===== config.mk =====
export PLATFORM = sky130hd
export DESIGN_NAME = positional_list_search_insert_delete
export DESIGN_NICKNAME = d
export VERILOG_FILES = /design/src/design/plist_pkg.sv /design/src/design/plist_mem.sv /design/src/design/plist_seq.sv /design/src/design/positional_list_search_insert_delete.sv
export SDC_FILE = /design/constraint.sdc
export NUM_CORES = 1
export LEC_CHECK = 0
export BUFFER_PORTS_ARGS = -buffer_cell sky130_fd_sc_hd__buf_2
export CORE_ASPECT_RATIO = 1.75
export CORE_UTILIZATION = 40
export DETAILED_ROUTE_END_ITERATION = 10
export PLACE_DENSITY_LB_ADDON = 0.12
export REMOVE_ABC_BUFFERS = 1
export SLEW_MARGIN = 20
export SYNTH_ARGS = -nofsm -noshare
export SYNTH_HDL_FRONTEND = slang
export SYNTH_SLANG_ARGS = --single-unit

===== constraint.sdc =====
create_clock -name aclk -period 11.7 [get_ports aclk]
set_input_delay 0.585 -clock aclk [delete_from_list [all_inputs] [get_ports aclk]]
set_output_delay 0.585 -clock aclk [all_outputs]
set_load 0.01 [all_outputs]

===== src/design/plist_pkg.sv =====
// plist_pkg: shared types and constants for the positional list block
// no dependencies; imported by plist_mem, plist_seq and the top level
`timescale 1ns / 1ps
`default_nettype none

package plist_pkg;

    localparam int OP_W  = 3;
    localparam int POS_W = 7;
    localparam int VAL_W = 16;
    localparam int ST_W  = 2;
    localparam int CNT_W = 7;

    typedef enum logic [OP_W-1:0] {
        OP_CLEAR  = 3'd0,
        OP_APPEND = 3'd1,
        OP_SEARCH = 3'd2,
        OP_INSERT = 3'd3,
        OP_DELETE = 3'd4,
        OP_READ   = 3'd5
    } op_t;

    typedef enum logic [ST_W-1:0] {
        STAT_OK       = 2'd0,
        STAT_FULL     = 2'd1,
        STAT_BADPOS   = 2'd2,
        STAT_NOTFOUND = 2'd3
    } status_t;

    typedef enum logic [2:0] {
        S_IDLE,
        S_SHIFT_UP,
        S_SHIFT_DN,
        S_SEARCH,
        S_FIN
    } state_t;

    typedef struct packed {
        logic we;
        logic re;
    } mem_ctl_t;

endpackage

`default_nettype wire


===== src/design/plist_mem.sv =====
// plist_mem: entry store, one write port and one registered read port
// depends on plist_pkg
`timescale 1ns / 1ps
`default_nettype none

module plist_mem
    import plist_pkg::*;
#(
    parameter int DEPTH = 64,
    parameter int AW    = 6
) (
    input  wire logic             aclk,
    input  wire mem_ctl_t         ctl,
    input  wire logic [AW-1:0]    waddr,
    input  wire logic [VAL_W-1:0] wdata,
    input  wire logic [AW-1:0]    raddr,
    output logic      [VAL_W-1:0] rdata
);

    logic [VAL_W-1:0] mem [DEPTH];
    logic [VAL_W-1:0] rdata_reg;

    always_ff @(posedge aclk) begin
        if (ctl.we) begin
            mem[waddr] <= wdata;
        end
    end

    // read data holds while no read is issued
    always_ff @(posedge aclk) begin
        if (ctl.re) begin
            rdata_reg <= mem[raddr];
        end
    end

    assign rdata = rdata_reg;

endmodule

`default_nettype wire


===== src/design/plist_seq.sv =====
// plist_seq: sequencer, count, shift/search walk and result register
// depends on plist_pkg; drives the plist_mem ports
`timescale 1ns / 1ps
`default_nettype none

module plist_seq
    import plist_pkg::*;
#(
    parameter int DEPTH = 64,
    parameter int AW    = 6
) (
    input  wire logic             aclk,
    input  wire logic             aresetn,
    input  wire logic             s_valid,
    output logic                  s_ready,
    input  wire logic [OP_W-1:0]  s_op,
    input  wire logic [POS_W-1:0] s_position,
    input  wire logic [VAL_W-1:0] s_value,
    output logic                  m_valid,
    input  wire logic             m_ready,
    output logic      [ST_W-1:0]  m_status,
    output logic      [POS_W-1:0] m_match_position,
    output logic      [VAL_W-1:0] m_read_value,
    output logic      [CNT_W-1:0] m_entry_count,
    output logic                  m_last,
    output mem_ctl_t              mem_ctl,
    output logic      [AW-1:0]    mem_waddr,
    output logic      [VAL_W-1:0] mem_wdata,
    output logic      [AW-1:0]    mem_raddr,
    input  wire logic [VAL_W-1:0] mem_rdata
);

    localparam logic [CNT_W-1:0] DEPTH_C = CNT_W'(DEPTH);

    state_t             state_reg, state_next;
    logic [CNT_W-1:0]   count_reg, count_next;
    logic [CNT_W-1:0]   idx_reg, idx_next;
    logic [CNT_W-1:0]   rem_reg, rem_next;
    logic               pend_reg, pend_next;
    logic [AW-1:0]      pend_addr_reg, pend_addr_next;
    logic               hold_vld_reg, hold_vld_next;
    logic [CNT_W-1:0]   hold_pos_reg, hold_pos_next;
    logic [VAL_W-1:0]   val_reg, val_next;
    logic [AW-1:0]      ins_addr_reg, ins_addr_next;
    status_t            fin_status_reg, fin_status_next;
    logic [POS_W-1:0]   fin_match_reg, fin_match_next;
    logic               fin_rd_reg, fin_rd_next;
    logic               out_valid_reg, out_valid_next;
    status_t            out_status_reg, out_status_next;
    logic [POS_W-1:0]   out_match_reg, out_match_next;
    logic [VAL_W-1:0]   out_rdval_reg, out_rdval_next;
    logic [CNT_W-1:0]   out_count_reg, out_count_next;
    logic               out_last_reg, out_last_next;

    logic               accept;
    logic               out_free;
    logic               pos_bad;
    logic               is_full;
    logic [POS_W-1:0]   pos_m1;
    logic               hit;
    logic               blocked;
    logic               issue;
    logic [CNT_W-1:0]   pend_pos;

    assign accept   = s_valid && (state_reg == S_IDLE);
    assign out_free = !out_valid_reg || m_ready;
    assign pos_bad  = (s_position == '0) || (s_position > count_reg);
    assign is_full  = (count_reg >= DEPTH_C);
    assign pos_m1   = s_position - POS_W'(1);
    assign pend_pos = CNT_W'(pend_addr_reg) + CNT_W'(1);

    // search walk
    assign hit     = pend_reg && (mem_rdata == val_reg);
    assign blocked = hit && hold_vld_reg && !out_free;
    assign issue   = (idx_reg < count_reg) && (!pend_reg || !blocked);

    // next state
    always_comb begin
        state_next = state_reg;
        case (state_reg)
            S_IDLE: begin
                if (s_valid) begin
                    case (op_t'(s_op))
                        OP_SEARCH: state_next = S_SEARCH;
                        OP_INSERT: begin
                            state_next = (is_full || pos_bad) ? S_FIN : S_SHIFT_UP;
                        end
                        OP_DELETE: state_next = pos_bad ? S_FIN : S_SHIFT_DN;
                        default:   state_next = S_FIN;
                    endcase
                end
            end
            S_SHIFT_UP, S_SHIFT_DN: begin
                if (rem_reg == '0 && !pend_reg) begin
                    state_next = S_FIN;
                end
            end
            S_SEARCH: begin
                if (!pend_reg && !(idx_reg < count_reg)) begin
                    state_next = S_FIN;
                end
            end
            S_FIN: begin
                if (out_free) begin
                    state_next = S_IDLE;
                end
            end
            default: state_next = S_IDLE;
        endcase
    end

    // datapath and memory control
    always_comb begin
        count_next      = count_reg;
        idx_next        = idx_reg;
        rem_next        = rem_reg;
        pend_next       = pend_reg;
        pend_addr_next  = pend_addr_reg;
        hold_vld_next   = hold_vld_reg;
        hold_pos_next   = hold_pos_reg;
        val_next        = val_reg;
        ins_addr_next   = ins_addr_reg;
        fin_status_next = fin_status_reg;
        fin_match_next  = fin_match_reg;
        fin_rd_next     = fin_rd_reg;
        out_valid_next  = out_valid_reg && !m_ready;
        out_status_next = out_status_reg;
        out_match_next  = out_match_reg;
        out_rdval_next  = out_rdval_reg;
        out_count_next  = out_count_reg;
        out_last_next   = out_last_reg;
        mem_ctl         = '0;
        mem_waddr       = '0;
        mem_wdata       = '0;
        mem_raddr       = '0;

        case (state_reg)
            S_IDLE: begin
                if (accept) begin
                    fin_status_next = STAT_OK;
                    fin_match_next  = '0;
                    fin_rd_next     = 1'b0;
                    val_next        = s_value;
                    case (op_t'(s_op))
                        OP_CLEAR: count_next = '0;
                        OP_APPEND: begin
                            if (is_full) begin
                                fin_status_next = STAT_FULL;
                            end else begin
                                mem_ctl.we = 1'b1;
                                mem_waddr  = count_reg[AW-1:0];
                                mem_wdata  = s_value;
                                count_next = count_reg + CNT_W'(1);
                            end
                        end
                        OP_SEARCH: begin
                            idx_next      = '0;
                            pend_next     = 1'b0;
                            hold_vld_next = 1'b0;
                        end
                        OP_INSERT: begin
                            if (is_full) begin
                                fin_status_next = STAT_FULL;
                            end else if (pos_bad) begin
                                fin_status_next = STAT_BADPOS;
                            end else begin
                                idx_next      = count_reg - CNT_W'(1);
                                rem_next      = count_reg - s_position + CNT_W'(1);
                                ins_addr_next = pos_m1[AW-1:0];
                                pend_next     = 1'b0;
                            end
                        end
                        OP_DELETE: begin
                            if (pos_bad) begin
                                fin_status_next = STAT_BADPOS;
                            end else begin
                                idx_next  = s_position;
                                rem_next  = count_reg - s_position;
                                pend_next = 1'b0;
                            end
                        end
                        OP_READ: begin
                            if (pos_bad) begin
                                fin_status_next = STAT_BADPOS;
                            end else begin
                                mem_ctl.re     = 1'b1;
                                mem_raddr      = pos_m1[AW-1:0];
                                fin_rd_next    = 1'b1;
                                fin_match_next = s_position;
                            end
                        end
                        default: ;
                    endcase
                end
            end
            S_SHIFT_UP, S_SHIFT_DN: begin
                if (pend_reg) begin
                    mem_ctl.we = 1'b1;
                    mem_waddr  = (state_reg == S_SHIFT_UP) ? pend_addr_reg + AW'(1)
                                                           : pend_addr_reg - AW'(1);
                    mem_wdata  = mem_rdata;
                end
                if (rem_reg != '0) begin
                    mem_ctl.re     = 1'b1;
                    mem_raddr      = idx_reg[AW-1:0];
                    pend_next      = 1'b1;
                    pend_addr_next = idx_reg[AW-1:0];
                    idx_next       = (state_reg == S_SHIFT_UP) ? idx_reg - CNT_W'(1)
                                                               : idx_reg + CNT_W'(1);
                    rem_next       = rem_reg - CNT_W'(1);
                end else begin
                    pend_next = 1'b0;
                end
                if (rem_reg == '0 && !pend_reg) begin
                    fin_status_next = STAT_OK;
                    if (state_reg == S_SHIFT_UP) begin
                        mem_ctl.we = 1'b1;
                        mem_waddr  = ins_addr_reg;
                        mem_wdata  = val_reg;
                        count_next = count_reg + CNT_W'(1);
                    end else begin
                        count_next = count_reg - CNT_W'(1);
                    end
                end
            end
            S_SEARCH: begin
                if (pend_reg && !blocked) begin
                    if (hit) begin
                        // earlier match goes out now that another one follows
                        if (hold_vld_reg) begin
                            out_valid_next  = 1'b1;
                            out_status_next = STAT_OK;
                            out_match_next  = hold_pos_reg;
                            out_rdval_next  = '0;
                            out_count_next  = count_reg;
                            out_last_next   = 1'b0;
                        end
                        hold_vld_next = 1'b1;
                        hold_pos_next = pend_pos;
                    end
                end
                if (issue) begin
                    mem_ctl.re     = 1'b1;
                    mem_raddr      = idx_reg[AW-1:0];
                    pend_next      = 1'b1;
                    pend_addr_next = idx_reg[AW-1:0];
                    idx_next       = idx_reg + CNT_W'(1);
                end else if (pend_reg && !blocked) begin
                    pend_next = 1'b0;
                end
                if (!pend_reg && !(idx_reg < count_reg)) begin
                    fin_rd_next = 1'b0;
                    if (hold_vld_reg) begin
                        fin_status_next = STAT_OK;
                        fin_match_next  = hold_pos_reg;
                    end else begin
                        fin_status_next = STAT_NOTFOUND;
                        fin_match_next  = '0;
                    end
                end
            end
            S_FIN: begin
                if (out_free) begin
                    out_valid_next  = 1'b1;
                    out_status_next = fin_status_reg;
                    out_match_next  = fin_match_reg;
                    out_rdval_next  = fin_rd_reg ? mem_rdata : '0;
                    out_count_next  = count_reg;
                    out_last_next   = 1'b1;
                end
            end
            default: ;
        endcase
    end

    always_ff @(posedge aclk) begin
        if (!aresetn) begin
            state_reg     <= S_IDLE;
            count_reg     <= '0;
            pend_reg      <= 1'b0;
            hold_vld_reg  <= 1'b0;
            out_valid_reg <= 1'b0;
        end else begin
            state_reg     <= state_next;
            count_reg     <= count_next;
            pend_reg      <= pend_next;
            hold_vld_reg  <= hold_vld_next;
            out_valid_reg <= out_valid_next;
        end
    end

    always_ff @(posedge aclk) begin
        idx_reg        <= idx_next;
        rem_reg        <= rem_next;
        pend_addr_reg  <= pend_addr_next;
        hold_pos_reg   <= hold_pos_next;
        val_reg        <= val_next;
        ins_addr_reg   <= ins_addr_next;
        fin_status_reg <= fin_status_next;
        fin_match_reg  <= fin_match_next;
        fin_rd_reg     <= fin_rd_next;
        out_status_reg <= out_status_next;
        out_match_reg  <= out_match_next;
        out_rdval_reg  <= out_rdval_next;
        out_count_reg  <= out_count_next;
        out_last_reg   <= out_last_next;
    end

    assign s_ready          = (state_reg == S_IDLE);
    assign m_valid          = out_valid_reg;
    assign m_status         = out_status_reg;
    assign m_match_position = out_match_reg;
    assign m_read_value     = out_rdval_reg;
    assign m_entry_count    = out_count_reg;
    assign m_last           = out_last_reg;

endmodule

`default_nettype wire


===== src/design/positional_list_search_insert_delete.sv =====
// positional_list_search_insert_delete: top level of the positional grade list
// depends on plist_pkg, plist_mem, plist_seq
//
//   channel  handshake         payload
//   s_       s_valid/s_ready   s_op, s_position, s_value
//   m_       m_valid/m_ready   m_status, m_match_position, m_read_value,
//                              m_entry_count, m_last
//
// clear, append, read and rejected ops need no walk; insert shifts the entries from
// the position up, delete shifts those after it down and search walks every entry,
// each walking one entry a cycle through the memory; a full result register adds stalls.
// synchronous active-low reset empties the list; entries keep no reset value.
// a result waits in the output register while the next beat is accepted; search
// pauses its walk only when a second match finds it full.
`timescale 1ns / 1ps
`default_nettype none

module positional_list_search_insert_delete
    import plist_pkg::*;
#(
    parameter int DEPTH = 64
) (
    input  wire logic             aclk,
    input  wire logic             aresetn,
    input  wire logic             s_valid,
    output logic                  s_ready,
    input  wire logic [OP_W-1:0]  s_op,
    input  wire logic [POS_W-1:0] s_position,
    input  wire logic [VAL_W-1:0] s_value,
    output logic                  m_valid,
    input  wire logic             m_ready,
    output logic      [ST_W-1:0]  m_status,
    output logic      [POS_W-1:0] m_match_position,
    output logic      [VAL_W-1:0] m_read_value,
    output logic      [CNT_W-1:0] m_entry_count,
    output logic                  m_last
);

    localparam int AW = $clog2(DEPTH);

    mem_ctl_t         mem_ctl;
    logic [AW-1:0]    mem_waddr;
    logic [VAL_W-1:0] mem_wdata;
    logic [AW-1:0]    mem_raddr;
    logic [VAL_W-1:0] mem_rdata;

    plist_seq #(
        .DEPTH (DEPTH),
        .AW    (AW)
    ) u_seq (
        .aclk             (aclk),
        .aresetn          (aresetn),
        .s_valid          (s_valid),
        .s_ready          (s_ready),
        .s_op             (s_op),
        .s_position       (s_position),
        .s_value          (s_value),
        .m_valid          (m_valid),
        .m_ready          (m_ready),
        .m_status         (m_status),
        .m_match_position (m_match_position),
        .m_read_value     (m_read_value),
        .m_entry_count    (m_entry_count),
        .m_last           (m_last),
        .mem_ctl          (mem_ctl),
        .mem_waddr        (mem_waddr),
        .mem_wdata        (mem_wdata),
        .mem_raddr        (mem_raddr),
        .mem_rdata        (mem_rdata)
    );

    plist_mem #(
        .DEPTH (DEPTH),
        .AW    (AW)
    ) u_mem (
        .aclk  (aclk),
        .ctl   (mem_ctl),
        .waddr (mem_waddr),
        .wdata (mem_wdata),
        .raddr (mem_raddr),
        .rdata (mem_rdata)
    );

endmodule

`default_nettype wire

# --- Word level (Yosys, flattened, before mapping) ---
# Memory sizes are Yosys's and may differ from the RTL's. A register that Yosys moved wholly into a read port is not among the register bits.
# Cells that the tools add are included.
op_classes:
  n_addsub: 11
  mul: 0
  div_mod_pow: 0
  n_lt_le_gt_ge: 3
  n_eq_ne: 29
  shifts: 0
  n_mux: 129
  bitwise: 2
  n_reduce_logical: 44
ops:
  columns: ["operator", "n"]
  rows:
  - ["7-bit two-way mux", 29]
  - ["16-bit two-way mux", 11]
  - ["7-bit one-hot mux with 2 select lines", 7]
  - ["6-bit two-way mux", 14]
  - ["16-bit one-hot mux with 2 select lines", 2]
  - ["7-bit one-hot mux with 3 select lines", 2]
  - ["1-bit two-way mux", 31]
  - ["5-bit AND reduction", 5]
  - ["6-bit one-hot mux with 2 select lines", 2]
  - ["2-bit two-way mux", 11]
  - ["7-bit by 1-bit adder with 7-bit output (second input constant)", 3]
  - ["7-bit by 1-bit subtractor with 7-bit output (second input constant)", 3]
  - ["2-bit by 1-bit inequality test with 1-bit output (second input constant)", 10]
  - ["3-bit two-way mux", 6]
  - ["6-bit one-hot mux with 3 select lines", 1]
  - ["16-bit equality test", 1]
  - ["7-bit logical NOT", 2]
  - ["3-bit by 2-bit equality test with 1-bit output (second input constant)", 4]
  - ["3-bit inequality test (second input constant)", 4]
  - ["2-bit one-hot mux with 3 select lines", 2]
  - ["3-bit one-hot mux with 4 select lines", 1]
  - ["6-bit by 1-bit subtractor with 6-bit output (second input constant)", 2]
  - ["1-bit one-hot mux with 2 select lines", 5]
  - ["3-bit equality test (second input constant)", 3]
  - ["27 further kinds", 57]
totals:
  ff_bits: 105
  latchBits: 0
  ramBits: 1024
  romBits: 0
  inputBits: 30
  out_inout_bits: 35
  elab_cells: 238
  n_memories: 1
memory_table:
  columns: ["memory", "words", "width", "read_ports", "rd_clocked_by_memory_dff", "wr", "line", "text"]
  rows:
  - ["u_mem.mem", 64, 16, 1, 1, 1, "plist_mem.sv:20", "logic [VAL_W-1:0] mem [DEPTH];"]

# --- Logic depth before layout (Yosys ltp) ---
logic_depth:
  ltp_word: 9
  mapped_depth: 17
  depth_no_buf: 13

# --- By module ---
# From an unflattened synthesis, not the netlist that was laid out.
hier_totals:
  hier_cells: 2427
  area_unflattened_um2: 46605.9
by_module_without_submodules:
  columns: ["mod", "n_inst", "cells_per_inst", "area_each_um2", "seq_area_each_um2"]
  rows:
  - ["plist_mem", 1, 1820, 40138.5, 31230.0]
  - ["plist_seq", 1, 607, 6467.5, 3022.9]

# --- Worst setup path after synthesis ---
# OpenSTA, ideal clock, no wires.
synth_timing:
  kind: "register to register"
  start: "reg u_seq.state_reg[0]"
  end: "mem u_mem.mem[16][0] (enable)"
  t_arrival_ns: 3.528
  t_required_ns: 11.312
  slack_ns: 7.783
  path_stages_with_launch: 15
  path_buffers: 3
  period_less_slack_ns: 3.917
  path_cell_list: "dfxtp_1 > clkbuf_1 > and2_1 > clkbuf_1 > inv_1 > fa_1 > a21o_1 > a21oi_1 > xnor2_1 > a22oi_1 > o21ai_0 > nor2b_1 > nand2b_1 > clkbuf_1 > nor2_1"
synth_via:
  elab_chain_cells: 6
synth_rtl:
  columns: ["item", "line", "text"]
  rows:
  - ["start: declaration", "plist_seq.sv:35", "state_t state_reg, state_next;"]
  - ["start signal: assignment", "plist_seq.sv:284", "state_reg <= state_next;"]
  - ["3-bit by 1-bit equality test with 1-bit output or 3-bit logical NOT (tied branches)", null, null]
  - ["6-bit two-way mux, or another cell as far along", "plist_seq.sv:199", "mem_waddr = (state_reg == S_SHIFT_UP) ? pend_addr_reg + AW'(1)"]
  - ["6-bit two-way mux, or another cell as far along", "plist_seq.sv:197", "if (pend_reg) begin"]
  - ["6-bit two-way mux or 1-bit one-hot mux with 2 select lines (tied branches)", "plist_seq.sv:216, plist_seq.sv:137", null]
  - ["6-bit two-way mux or 1-bit two-way mux (tied branches)", "plist_seq.sv:214, plist_mem.sv:24", null]
  - ["6-bit one-hot mux with 2 select lines or 1-bit two-way mux (tied branches)", "plist_seq.sv:137, plist_mem.sv:25", null]
  - ["end: declaration", "plist_mem.sv:20", null]
# Parallel ways exist; a longest one is shown, timed or not.

# --- Final worst setup path ---
layout_timing:
  start: "reg u_seq.count_reg[2]"
  end: "reg u_mem.rdata_reg[13], in the netlist u_mem.rdata[13], read port of u_mem.mem (data pin)"
layout_via:
  elab_chain_cells: 6
layout_rtl:
  columns: ["item", "line", "text"]
  rows:
  - ["start: declaration", "plist_seq.sv:36", "logic [CNT_W-1:0] count_reg, count_next;"]
  - ["start signal: assignment", "plist_seq.sv:285", "count_reg <= count_next;"]
  - ["7-bit > comparator", "plist_seq.sv:67", "assign pos_bad = (s_position == '0) || (s_position > count_reg);"]
  - ["1-bit logical OR", "plist_seq.sv:67", null]
  - ["6-bit two-way mux or 1-bit two-way mux (tied branches)", "plist_seq.sv:183", "if (pos_bad) begin"]
  - ["6-bit two-way mux or 1-bit two-way mux (tied branches)", "plist_seq.sv:144", "case (op_t'(s_op))"]
  - ["6-bit two-way mux or 2-bit two-way mux (tied branches)", "plist_seq.sv:139", "if (accept) begin"]
  - ["6-bit one-hot mux with 3 select lines or 1-bit one-hot mux with 3 select lines (tied branches)", "plist_seq.sv:137", "case (state_reg)"]
  - ["end: declaration", "plist_mem.sv:21", "logic [VAL_W-1:0] rdata_reg;"]
# Parallel ways exist; a longest one is shown, timed or not.
# A chain may end at the register's enable or synchronous reset.

==> run metrics <==
worst path required time=12160 ps; gr ovfl total=0; most frequent cells in the layout=edfxtp_1 (1132), nand2_1 (547), a21oi_1 (261), a211oi_1 (178), mux2i_1 (170); CTS tree=yes; status=finished clean; IO Pins=65; fin nets=3643; row count=167; Syn Std Cell Area=0.0479 mm2; Startpoint Class=register; Die H=460 um; H-tree levels=3; Largest Register=u_mem.mem; RSZ-0062 raised after global routing=no; Post-synth top flop=edfxtp_1; Period minus WS final=6420 ps; Placement Setup Slack=5330 ps; reg2reg start=u_seq.count_reg[2]; Final Hold Viols=0; Largest register FFs=1024; TritonCTS buffer count=103; Slew @ Worst Pin=1210 ps; vias in the first global route=30500; Clock Skew=32.3 ps; IO buf count=64; final worst path period share=54.9%; Remaining DRCs=0; Crit Path Max Fanout=58; max_cap viols=0; Pleak=19.0 nW; HPWL after DPL=98400 um; post-route insts no fill=5195; peak supply drop=0.105 mV; total core area=0.118 mm2; total clock sinks=1145; #FFs+latches synth=1145; routability cong.=0.944; clk_lat worst skew=740 ps; f_max=156 MHz; Final setup violation count=0; async set-reset flop share out of synthesis=0%; die area=0.121 mm2; drt pass-1 iters=6; Crit. Startpoint=u_seq.count_reg[2]; Final Slew Violations=0; number of synthesized flops with an enable pin=1132; Clock Path Buffers=3; Multi-input gate area=0.0123 mm2; final core utilization=45.3%; global-route wire length before repair=222000 um; worst path arrival time=6890 ps; critical path capture point type=register; synthesized netlist cell count=3509; PD cells=154 mW/mm2; most common cell after layout, fill and taps aside=edfxtp_1; post-synthesis sequential area ratio=71.6%; via count=30500; post-route setup slack=5280 ps; worst hold path type=in2reg; fill cell count=10500; Iter 0 DRT Violations=3029; slew margin rel.=19.1%; placed insts=5000; setup bufs post-CTS=0; Post-Syn Area per Cell=13.6 um2; total track usage=25.5%; Die X=264 um; Area Overhead vs Synth=12.1%; CTS root buffer=clkbuf_16; vias per cell=5.86; Post-Route WL=156000 um; worst hold start=s_value[13]; Clock transition at path regs=70 ps; largest net degree at the start of global routing=129; worst setup path class=reg2reg; layout cells sized above 1=11.0%; FF/Latch Area=0.0343 mm2; Power, Total=0.00828 W; wire per inst=30.0 um; yosys warns=0; Initial Util=40.4%; initial antenna violation count=2; DRT antenna net count=0; Yosys cell types=73
-- report_power, final --
part | switching (W) | leakage (nW) | internal, W
sequential | 0.0000213 | 11.1 | 0.00450
clock | 0.00155 | 1.61 | 0.00184
combinational | 0.000264 | 6.28 | 0.000103
total | 0.00184 | 19.0 | 0.00644
-- final cells by class --
class,instances,share of cell area (%)
clock inverters,72,1.23
multi-input cells,2017,23.0
clock buffers,119,4.91
inverters,112,0.788
diodes,3,0.0140
flip-flops and latches,1145,63.8
repair buffers,206,2.73
well taps,1521,3.55
-- worst paths after layout --
path	end	slack [ps]	cells past startpoint
max	u_mem.rdata[13]	5280	14
min	u_seq.val_reg[13]	60	1
max reg2reg	u_mem.rdata[13]	5280	14
min reg2reg	u_seq.m_status[0]	560	1
-- stage by stage --
step / hold WS [ps] / setup TNS [ps] / instance area (um2)
after floorplan: 523 / -83740 / 46900
after global placement: 540 / 0 / 50200
after detailed placement: 542 / 0 / 50400
after CTS: 3.46 / 0 / 53700
after global routing: 45.4 / 0 / 53700
final: 55.5 / 0 / 53700
-- what timing repair did --
action | 4_1_cts | 5_1_grt
endpoints found under the hold margin | 1 | 0
gates resized for setup | 0 | 0
hold buffers | 1 | 0
-- Yosys cell counts (9+ instances only) --
master	instances	area (um2)
xor2_1	11	96.3
a21oi_1	263	1320
inv_1	110	413
dfxtp_1	13	260
buf_2	79	395
xnor2_1	40	350
nand2b_1	10	62.6
ha_1	26	325
nand4_1	9	56.3
a22o_1	9	78.8
a311oi_1	18	158
a21o_1	9	67.6
edfxtp_1	1132	34000
a221o_1	14	140
o22ai_1	12	75.1
and2_1	31	194
mux2i_1	170	1700
nor3_1	18	90.1
a221oi_1	46	403
a22oi_1	43	323
buf_1	38	143
nand3_1	152	761
o211ai_1	15	113
clkbuf_1	111	417
nor2_1	151	567
nor2b_1	13	81.3
a31oi_1	11	68.8
nand2_1	549	2060
and3_1	12	75.1
a211oi_1	179	1340
o21ai_0	58	290
o221ai_1	44	385
a222oi_1	16	160
-- per-layer routing --
| metal | part of all wire, % | up-vias | track usage [%] |
|---|---|---|---|
| met5 | 0 | - | 0 |
| met4 | 6.2 | 0 | 15.0 |
| met3 | 4.7 | 285 | 2.80 |
| met2 | 52 | 1152 | 45.8 |
| met1 | 37 | 15500 | 29.2 |
| li1 | - | 13500 | - |
-- critical path: stages, from the launching register on --
cell	delay (ps)
dfxtp_1	570
inv_1	220
ha_1	340
a21o_1	160
a31oi_1	220
o21ai_2	210
a2111oi_4	380
buf_4	370
a21o_4	740
buf_4	480
buf_4	440
nand3_1	120
a311oi_1	940
o211ai_1	410
a221o_1	370
-- kinds of logic (layout without fill, tap and decap cells) --
group / Yosys count / count (layout) / synth area share [%]
adders and majority gates: 28 / 28 / 0.763
other: 0 / 3 / 0
xor gates and xnor gates: 51 / 51 / 0.933
buffers and inverters: 347 / 509 / 3.00
AOI/OAI and AO/OA: 791 / 791 / 11.4
DFF: 1145 / 1145 / 71.6
muxes: 177 / 177 / 3.72
and+or+nand+nor: 970 / 970 / 8.65
(Power assumes the default switching activity.)
